==> src/hdl/etxpf_pkg.sv <==
// ============================================================================
// etxpf_pkg: shared types and constants of the Ethernet transmit framer
// Holds the CRC-32 byte update, its constants and the CRC control struct.
// ============================================================================
`default_nettype none

package etxpf_pkg;

  // Width of the saturating frame byte counter.
  localparam int CNT_W = 6;

  // Reflected CRC-32 polynomial and preset value.
  localparam logic [31:0] CRC_POLY = 32'hEDB8_8320;
  localparam logic [31:0] CRC_INIT = 32'hFFFF_FFFF;

  // Control from the sequencer to the CRC register.
  typedef struct packed {
    logic       upd;
    logic       clr;
    logic [7:0] data;
  } crc_ctl_t;

  // One byte through the reflected CRC-32, least significant bit first.
  function automatic logic [31:0] crc_byte(input logic [31:0] crc, input logic [7:0] data);
    logic [31:0] c;
    c = crc ^ {24'd0, data};
    for (int i = 0; i < 8; i++) begin
      c = (c >> 1) ^ (c[0] ? CRC_POLY : 32'd0);
    end
    return c;
  endfunction

endpackage

`default_nettype wire

==> src/hdl/etxpf_if.sv <==
// ============================================================================
// etxpf_if: valid/ready channels of the Ethernet transmit framer
// The byte input channel and the byte output channel.
// ============================================================================
`default_nettype none

interface etxpf_in_if;
  logic       valid;
  logic       ready;
  logic [7:0] data_byte;
  logic       last_byte;
  logic       no_fcs;

  modport source (output valid, output data_byte, output last_byte, output no_fcs,
                  input ready);
  modport sink (input valid, input data_byte, input last_byte, input no_fcs,
                output ready);
endinterface

interface etxpf_out_if;
  logic       valid;
  logic       ready;
  logic [7:0] out_byte;
  logic       out_last;

  modport source (output valid, output out_byte, output out_last, input ready);
  modport sink (input valid, input out_byte, input out_last, output ready);
endinterface

`default_nettype wire

==> src/hdl/etxpf_crc.sv <==
// ============================================================================
// etxpf_crc: running CRC-32 register
// Folds one byte per cycle into the CRC while update is requested and returns to the preset on clear.
// ============================================================================
`default_nettype none

module etxpf_crc (
  input  wire logic                clk,
  input  wire logic                rst_n,
  input  wire etxpf_pkg::crc_ctl_t ctl,
  output logic [31:0]              crc
);
  import etxpf_pkg::*;

  logic [31:0] crc_r;
  logic [31:0] crc_nxt;

  // Clear wins over update: a frame sent without FCS still ends in the preset.
  always_comb begin
    crc_nxt = crc_r;
    if (ctl.clr) begin
      crc_nxt = CRC_INIT;
    end else if (ctl.upd) begin
      crc_nxt = crc_byte(crc_r, ctl.data);
    end
  end

  always_ff @(posedge clk) begin
    if (!rst_n) begin
      crc_r <= CRC_INIT;
    end else begin
      crc_r <= crc_nxt;
    end
  end

  assign crc = crc_r;

endmodule

`default_nettype wire

==> src/hdl/etxpf_seq.sv <==
// ============================================================================
// etxpf_seq: frame sequencer with output register
// Passes data bytes, then, unless the last byte has no_fcs set, generates any pad bytes and the four FCS bytes.
// ============================================================================
`default_nettype none

module etxpf_seq #(
  parameter int MIN_FRAME = 60
) (
  input  wire logic                 clk,
  input  wire logic                 rst_n,
  etxpf_in_if.sink                  in_ch,
  etxpf_out_if.source               out_ch,
  input  wire logic [31:0]          crc,
  output etxpf_pkg::crc_ctl_t       crc_ctl
);
  import etxpf_pkg::*;

  localparam logic [CNT_W-1:0] MIN_CNT = CNT_W'(MIN_FRAME);

  typedef enum logic [1:0] {
    PH_DATA,
    PH_PAD,
    PH_FCS
  } phase_t;

  phase_t           phase_r, phase_nxt;
  logic [CNT_W-1:0] cnt_r, cnt_nxt;
  logic [1:0]       idx_r, idx_nxt;
  logic             out_valid_r, out_valid_nxt;
  logic [7:0]       out_byte_r, out_byte_nxt;
  logic             out_last_r, out_last_nxt;

  logic             advance;
  logic             in_acc;
  logic [CNT_W-1:0] cnt_sat;
  logic [31:0]      fcs;

  // The output register may load whenever it is empty or being drained.
  assign advance = !out_valid_r || out_ch.ready;
  assign in_ch.ready = (phase_r == PH_DATA) && advance;
  assign in_acc = in_ch.valid && in_ch.ready;
  assign cnt_sat = (cnt_r < MIN_CNT) ? cnt_r + CNT_W'(1) : cnt_r;
  assign fcs = ~crc;

  always_comb begin
    phase_nxt     = phase_r;
    cnt_nxt       = cnt_r;
    idx_nxt       = idx_r;
    out_valid_nxt = out_valid_r && !out_ch.ready;
    out_byte_nxt  = out_byte_r;
    out_last_nxt  = out_last_r;
    crc_ctl       = '0;

    case (phase_r)
      PH_DATA: begin
        if (in_acc) begin
          crc_ctl.upd   = 1'b1;
          crc_ctl.data  = in_ch.data_byte;
          out_valid_nxt = 1'b1;
          out_byte_nxt  = in_ch.data_byte;
          out_last_nxt  = in_ch.last_byte && in_ch.no_fcs;
          cnt_nxt       = cnt_sat;
          if (in_ch.last_byte) begin
            if (in_ch.no_fcs) begin
              crc_ctl.clr = 1'b1;
              cnt_nxt     = '0;
            end else begin
              idx_nxt   = '0;
              phase_nxt = (cnt_sat < MIN_CNT) ? PH_PAD : PH_FCS;
            end
          end
        end
      end
      PH_PAD: begin
        if (advance) begin
          crc_ctl.upd   = 1'b1;
          out_valid_nxt = 1'b1;
          out_byte_nxt  = 8'd0;
          out_last_nxt  = 1'b0;
          cnt_nxt       = cnt_sat;
          if (!(cnt_sat < MIN_CNT)) begin
            phase_nxt = PH_FCS;
          end
        end
      end
      PH_FCS: begin
        if (advance) begin
          out_valid_nxt = 1'b1;
          out_byte_nxt  = fcs[8*idx_r +: 8];
          out_last_nxt  = (idx_r == 2'd3);
          idx_nxt       = idx_r + 2'd1;
          if (idx_r == 2'd3) begin
            crc_ctl.clr = 1'b1;
            cnt_nxt     = '0;
            phase_nxt   = PH_DATA;
          end
        end
      end
      default: begin
        phase_nxt = PH_DATA;
      end
    endcase
  end

  always_ff @(posedge clk) begin
    if (!rst_n) begin
      phase_r     <= PH_DATA;
      cnt_r       <= '0;
      idx_r       <= '0;
      out_valid_r <= 1'b0;
    end else begin
      phase_r     <= phase_nxt;
      cnt_r       <= cnt_nxt;
      idx_r       <= idx_nxt;
      out_valid_r <= out_valid_nxt;
    end
    out_byte_r <= out_byte_nxt;
    out_last_r <= out_last_nxt;
  end

  assign out_ch.valid    = out_valid_r;
  assign out_ch.out_byte = out_byte_r;
  assign out_ch.out_last = out_last_r;

endmodule

`default_nettype wire

==> src/hdl/ethernet_tx_pad_and_fcs.sv <==
// A byte accepted at a clock edge is held in the output register and shown after that edge.
// Throughput: one data byte per cycle outside the tail, while the output is not stalled;
// the output register takes a new byte while draining. After a last byte with FCS, the
// input is held off for the pad bytes and four FCS bytes, one per cycle while output drains.
// Reset (synchronous, rst_n low): CRC preset to all ones, byte count zero, output empty.
// ============================================================================
// ethernet_tx_pad_and_fcs: Ethernet transmit framer with padding and FCS
// Passes frame bytes; unless no_fcs is set, pads short frames with zeros and appends the CRC-32.
// ============================================================================
`default_nettype none

module ethernet_tx_pad_and_fcs #(
  parameter int MIN_FRAME = 60
) (
  input  wire logic   clk,
  input  wire logic   rst_n,
  etxpf_in_if.sink    in_ch,
  etxpf_out_if.source out_ch
);
  import etxpf_pkg::*;

  // Control from the sequencer to the CRC register, and the running CRC back.
  crc_ctl_t    crc_ctl;
  logic [31:0] crc_val;

  // The CRC register folds in the data and pad bytes of a frame with FCS. It is
  // preset again once a frame's final byte has been taken or generated.
  etxpf_crc u_crc (
    .clk   (clk),
    .rst_n (rst_n),
    .ctl   (crc_ctl),
    .crc   (crc_val)
  );

  // The sequencer owns the handshakes, the byte counter and the output
  // register. While it sends the pad and FCS tail, it keeps the input stalled;
  // otherwise it accepts one byte per cycle as long as the output drains.
  etxpf_seq #(
    .MIN_FRAME (MIN_FRAME)
  ) u_seq (
    .clk     (clk),
    .rst_n   (rst_n),
    .in_ch   (in_ch),
    .out_ch  (out_ch),
    .crc     (crc_val),
    .crc_ctl (crc_ctl)
  );

`ifndef SYNTHESIS
  // A frame sent without FCS leaves the CRC at its preset for the next frame.
  a_crc_preset_after_raw: assert property (@(posedge clk) disable iff (!rst_n)
    (in_ch.valid && in_ch.ready && in_ch.last_byte && in_ch.no_fcs)
      |=> (crc_val == CRC_INIT))
    else $error("CRC not preset after a frame without FCS");

  // Once a last byte with FCS is taken, the tail holds the input off.
  a_tail_stalls_input: assert property (@(posedge clk) disable iff (!rst_n)
    (in_ch.valid && in_ch.ready && in_ch.last_byte && !in_ch.no_fcs)
      |=> !in_ch.ready)
    else $error("Input accepted while the pad and FCS tail is pending");

  // The CRC never moves while the sequencer asks for no update and no clear.
  a_crc_holds: assert property (@(posedge clk) disable iff (!rst_n)
    (!crc_ctl.upd && !crc_ctl.clr) |=> $stable(crc_val))
    else $error("CRC changed without a request");
`endif

endmodule

`default_nettype wire
==> src/flat_wrapper.sv <==
// flat-port wrapper written by rule: the top's interface ports become plain ports
module ethernet_tx_pad_and_fcs_flat import etxpf_pkg::*;
#(
  parameter int MIN_FRAME = 60
)
  (clk, rst_n, in_ch_valid, in_ch_data_byte, in_ch_last_byte, in_ch_no_fcs, in_ch_ready, out_ch_valid, out_ch_out_byte, out_ch_out_last, out_ch_ready);
  etxpf_in_if in_ch_i ();
  etxpf_out_if out_ch_i ();
  input  wire logic clk;
  input  wire logic rst_n;
  input wire logic [$bits(in_ch_i.valid)-1:0] in_ch_valid;
  input wire logic [$bits(in_ch_i.data_byte)-1:0] in_ch_data_byte;
  input wire logic [$bits(in_ch_i.last_byte)-1:0] in_ch_last_byte;
  input wire logic [$bits(in_ch_i.no_fcs)-1:0] in_ch_no_fcs;
  output wire logic [$bits(in_ch_i.ready)-1:0] in_ch_ready;
  output wire logic [$bits(out_ch_i.valid)-1:0] out_ch_valid;
  output wire logic [$bits(out_ch_i.out_byte)-1:0] out_ch_out_byte;
  output wire logic [$bits(out_ch_i.out_last)-1:0] out_ch_out_last;
  input wire logic [$bits(out_ch_i.ready)-1:0] out_ch_ready;
  assign in_ch_i.valid = in_ch_valid;
  assign in_ch_i.data_byte = in_ch_data_byte;
  assign in_ch_i.last_byte = in_ch_last_byte;
  assign in_ch_i.no_fcs = in_ch_no_fcs;
  assign in_ch_ready = in_ch_i.ready;
  assign out_ch_valid = out_ch_i.valid;
  assign out_ch_out_byte = out_ch_i.out_byte;
  assign out_ch_out_last = out_ch_i.out_last;
  assign out_ch_i.ready = out_ch_ready;
  ethernet_tx_pad_and_fcs #(.MIN_FRAME(MIN_FRAME)) u_core (.clk(clk), .rst_n(rst_n), .in_ch(in_ch_i), .out_ch(out_ch_i));
endmodule
==> config.mk <==
export PLATFORM = sky130hd
export DESIGN_NAME = ethernet_tx_pad_and_fcs_flat
export DESIGN_NICKNAME = d
export VERILOG_FILES = /design/src/hdl/etxpf_pkg.sv /design/src/hdl/etxpf_if.sv /design/src/hdl/etxpf_crc.sv /design/src/hdl/etxpf_seq.sv /design/src/hdl/ethernet_tx_pad_and_fcs.sv /design/src/flat_wrapper.sv
export SDC_FILE = /design/constraint.sdc
export NUM_CORES = 1
export LEC_CHECK = 0
export BUFFER_PORTS_ARGS = -buffer_cell sky130_fd_sc_hd__buf_2
export CAP_MARGIN = 20
export CORE_ASPECT_RATIO = 2
export CORE_MARGIN = 3
export CORE_UTILIZATION = 38
export CTS_BUF_LIST = sky130_fd_sc_hd__clkbuf_8
export DETAILED_ROUTE_END_ITERATION = 10
export GPL_TIMING_DRIVEN = 0
export MAX_ROUTING_LAYER = met4
export PLACE_DENSITY = 0.62
export SYNTH_ARGS = -nofsm -noshare
export SYNTH_HDL_FRONTEND = slang
export SYNTH_HIERARCHICAL = 1
export SYNTH_SLANG_ARGS = --single-unit
==> constraint.sdc <==
create_clock -name clk -period 8.08 [get_ports clk]
set_input_delay 1.616 -clock clk [delete_from_list [all_inputs] [get_ports clk]]
set_output_delay 1.616 -clock clk [all_outputs]
set_load 0.05 [all_outputs]
* Yosys cells after proc, flatten, opt, wreduce, memory -nomap -nowiden
Index checks and enable logic that the tools add are counted.
Word-level totals: output and inout port bits 11, flip-flop bits (word level) 52
Cells by class: add/subtract/negate cells 2, shifts and indexed selects 1, equal/unequal tests 10, bitwise logic cells 11, $lt $le $gt $ge 2, mux-type cells 50, reduce and logical (&&, ||, !) cells 16
Operators by type and width (count):
- 32-bit 2-to-1 mux | 8
- 31-bit by 32-bit bitwise XOR with 32-bit output | 8
- 6-bit 2-to-1 mux | 7
- 8-bit 2-to-1 mux | 4
- 32-bit NOT | 1
- 32-bit by 6-bit variable part select with 8-bit output | 1
- 32-bit by 8-bit bitwise XOR with 32-bit output | 1
- 2-bit 2-to-1 mux | 12
- 8-bit one-hot mux with 3 select lines | 1
- 6-bit one-hot mux with 3 select lines | 1
- 2-bit != test, second input constant | 7
- 6-bit < comparator, second input constant | 2
- 1-bit 2-to-1 mux | 10
- 10-bit 2-to-1 mux | 1
- 5-bit AND reduction | 2
- 7-bit AND reduction | 1
- 6-bit by 1-bit adder with 6-bit output, second input constant | 1
- 1-bit one-hot mux with 2 select lines | 3
- 2-bit one-hot mux with 3 select lines | 1
- 2-bit equality test, second input constant | 2
- 1-bit logical AND | 4
- 2-bit one-hot mux with 2 select lines | 1
- 4-bit AND reduction | 1
- 2-bit OR reduction | 2
- other kinds (9) | 10

* Logic depth before layout (Yosys ltp)
depth in word-level cells 23, gate-level depth with buffers 12

* Cells and area by module
The synthesis kept the hierarchy.
By module, submodules not included:
- etxpf_crc | seq. area each 640.6 sq um, cells an instance 200, times used 1, area each 1903.1 sq um
- etxpf_seq | seq. area each 490.5 sq um, cells an instance 152, times used 1, area each 1515.2 sq um

* Worst setup path before layout
OpenSTA, ideal clock, no wires.
path type input port to flip-flop, start point input port out_ch_ready, end point register u_core.u_crc.crc_r[25], in the netlist u_core/u_crc/crc[25], stages on the path 10, arrival 3.779 ns, data required time 7.952 ns, path buffers 2, slack 4.172 ns, cells stage by stage nand2b_1 -> buf_4 -> and3_1 -> buf_2 -> and2_1 -> xnor2_2 -> xnor3_1 -> xnor3_1 -> nor2_1 -> o21ai_1
RTL lines:
- start: declaration | line flat_wrapper.sv:19 | input wire logic [$bits(out_ch_i.ready)-1:0] out_ch_ready;
- end signal: assignment | line etxpf_crc.sv:32 | crc_r <= crc_nxt;
- end: declaration | line etxpf_crc.sv:15 | logic [31:0] crc_r;

==> flow_summary_export.csv <==
group,metric,value,unit
finish,finalInstanceArea,3760,um^2
synth,synth_nets,372,
timing,fin_crit,4.08,ns
clock_network,cts-root-buf,"clkbuf_8",
synth,async_flop_share,0,%
timing,rsz0062_at_grt,"no",
finish,nNetsFinal,404,
clock_network,clk_pin_slew,0.09,ns
synth,synth_warnings,6,
critical_path,critical_path_class,"input port to register",
routing,dr.pass1.iters,4,
global_route,use_met1,18.7,%
global_route,grt_pass1_vias,2792,
flow_run,cap_violations,0,
global_route,use_met3,2.59,%
timing,setup_violations,0,
timing,hold_viol_final,0,
power,vdd_ir_drop_max,226,uV
timing,worstMarginPinSlew,0.683,ns
floorplanning,coreArea,8710,um^2
critical_path,cp.required,8.27,ns
synth,synthCells,352,
routing,drt-total-wl,9.20,mm
critical_path,arrival,4.27,ns
critical_path,crit_fanout,10,
critical_path,path_buf_inv,3,
timing,finalMaxSlewViolations,0,
floorplanning,io-pin-count,25,
synth,yosysUniqueCellTypes,65,
finish,multi_input_area,2130,um^2
global_route,grt.busiest_layer,"met2",
routing,ant_nets,0,
synth,netlist_area,3420,um^2
clock_network,insertion_delay,0.32,ns
timing,max_clock_freq,0.245,GHz
power,p_leak,1.49,nW
placement,io_buffers,24,
routing,via_per_inst,5.55,
finish,regArea,1130,um^2
global_route,grt_pass1_wl,14.8,mm
routing,drt_iter0_markers,105,
power,power_density,426,nW/um^2
finish,stdcell_count,485,
finish,antenna_cells,0,
global_route,grt_use_met2,37.5,%
global_route,globalRouteOverflowTotal,0,
synth,ys_seq_elements,52,
placement,place_inst,476,
clock_network,numClockSinks,52,
worst_hold_path,hold_path_depth,2,
synth,synth-edff-count,9,
critical_path,slowest_delay,0.63,ns
synth,syn_area_per_cell,9.71,um^2
timing,timing.setup.tns,0,ns
critical_path,rrSetupSlack,4.86,ns
finish,post-route-util,43.2,%
global_route,antenna_found_initial,0,
floorplanning,die_w,73.1,um
synth,synth-seq-area-share,33.1,%
critical_path,reg2reg_depth,11,
routing,drcViolationCount,0,
clock_network,cts_buffers,5,
finish,nFillCells,866,
critical_path,cp_cell_sequence,"buf_2 > nand2b_1 > buf_4 > and3_1 > buf_2 > and2_1 > xnor2_2 > xnor3_1 > xnor3_1 > nor2_1 > o21ai_1",
global_route,grt_max_degree,16,
clock_network,postCtsHoldBufs,0,
floorplanning,dieArea,10200,um^2
timing,timing.final.ws_setup,4.00,ns
finish,synthToLayoutAreaGrowth,10.1,%
global_route,grt.total_usage,19.9,%
clock_network,clock_path_buffers,2,
floorplanning,start_util,39.3,%
timing,finalCritPeriodShare,50.4,%
clock_network,cts_tree,"done",
routing,avgRoutedWirePerCell,19.0,um
placement,globalplace.congestion,0.925,
clock_network,post_cts_buffers,0,
critical_path,crit_slowest_cell,"xnor3_1",
routing,vias,2691,
floorplanning,core.rowCount,48,
synth,synth_ff_type,"dfxtp_1",
critical_path,cp-end-kind,"register",
critical_path,critPathTopFamily,"XOR/XNOR gates",
critical_path,cp.depth,11,
run_status,outcome,"complete, no violations",
worst_hold_path,min_path_type,"register to register",
timing,maxSlewHeadroom,54.4,%
clock_network,cts_max_level,2,
power,total_power,1.60,mW
critical_path,start_kind,"input port",
placement,placed_cell_area,3660,um^2
timing,holdWs,0.526,ns
placement,dpl.hpwl,7.09,mm
placement,dp_slack,3.70,ns
timing,clock_skew,0.00725,ns
floorplanning,fp.dieH,140,um
finish,drive_above_1_share,20.0,%
clock_network,cts_resized,0,
## layout make-up
class,count,share of cell area [%]
Inverter,16,1.60
Timing Repair Buffer,25,3.39
Multi-Input combinational cell,263,56.5
Sequential cell,52,30.0
Clock buffer,6,2.19
Tap cell,100,3.32
Clock inverter,2,0.299
Buffer,21,2.63
## layout by cell type (no fill, tap or decap), drive strengths merged, types with 3 or more instances in the layout
master,instances
nand3,4
inv,17
nor2b,4
nor2,31
nor4,3
a21boi,6
o21ai,25
xnor3,5
xor2,15
o22ai,11
nand4,4
xnor2,49
clkbuf,16
and3,4
o211ai,9
dfxtp,43
a21oi,7
buf,36
and2,11
edfxtp,9
ha,6
mux4,8
nand2b,4
nand2,25
## power by group
group          switching (mW)  internal (mW)
sequential             0.0751          0.342
clock                  0.0899         0.0686
combinational           0.525          0.505
total                   0.690          0.915
## state kept, by name, summed over array words and instances (netlist names)
| name | flops |
|---|---|
| u_core/u_seq/idx_r | 2 |
| u_core/u_seq/phase_r | 2 |
| u_core/u_seq/cnt_r | 6 |
| u_core/u_crc/crc | 32 |
| u_core/u_seq/out_ch.out_byte | 8 |
| u_core/u_seq/out_ch.out_last | 1 |
| u_core/u_seq/out_ch.valid | 1 |
## path summary, 6_finish.rpt
path / from / to
setup / recovery: out_ch_ready / u_core/u_crc/crc[25]
hold / removal: u_core/u_crc/crc[18] / u_core/u_crc/crc[18]
setup reg to reg: u_core/u_seq/phase_r[1] / u_core/u_crc/crc[25]
hold reg to reg: u_core/u_crc/crc[18] / u_core/u_crc/crc[18]
## worst register-to-register path, delay by kind of cell, from the launching register on
| family | cells | cell delay [ns] |
|---|---|---|
| xor+xnor | 3 | 1.49 |
| simple gates | 3 | 0.48 |
| buf+inv | 3 | 0.46 |
| flops | 1 | 0.41 |
| fa+ha+maj | 1 | 0.19 |
| compound gates | 1 | 0.06 |
## synthesized netlist by cell type (all sizes together), types with 2 or more instances
cell     n  area, um^2
o22ai   11        68.8
nand2b   4        25.0
ha       6        75.1
xor2    15         139
nor2b    4        27.5
inv     16        60.1
nor2    31         116
and3b    2        17.5
nand4    4        25.0
dfxtp   43         861
a21o     2        15.0
xnor3    5         114
and2    11        71.3
o211ai   9        67.6
clkbuf  10        37.5
o221a    2        22.5
nor3     2        15.0
mux4     8         180
o21ai   25         133
and3     4        25.0
o31ai    2        20.0
a31o     2        17.5
xnor2   49         542
a21oi    7        38.8
nand3    4        20.0
a21boi   6        52.6
o21bai   2        15.0
buf     11        61.3
nor4     3        25.0
nand2   25        93.8
edfxtp   9         270
nand3b   2        15.0
## per-layer routing
metal / share of wire, % / wire [um]
met2: 59 / 5470
met4: 3.9 / 357
met1: 34 / 3100
met5: 0 / 0
met3: 3.0 / 273
## cells by family (layout without fill, tap and decap cells)
logic type,count (synthesis),in the layout,synth area share [%]
simple gates,100,100,15.1
compound gates,80,80,16.4
xor+xnor,69,69,23.2
flops,52,52,33.1
buf+inv,37,70,4.65
mux,8,8,5.27
fa+ha+maj,6,6,2.20
Power figures use the tool's default switching activity.
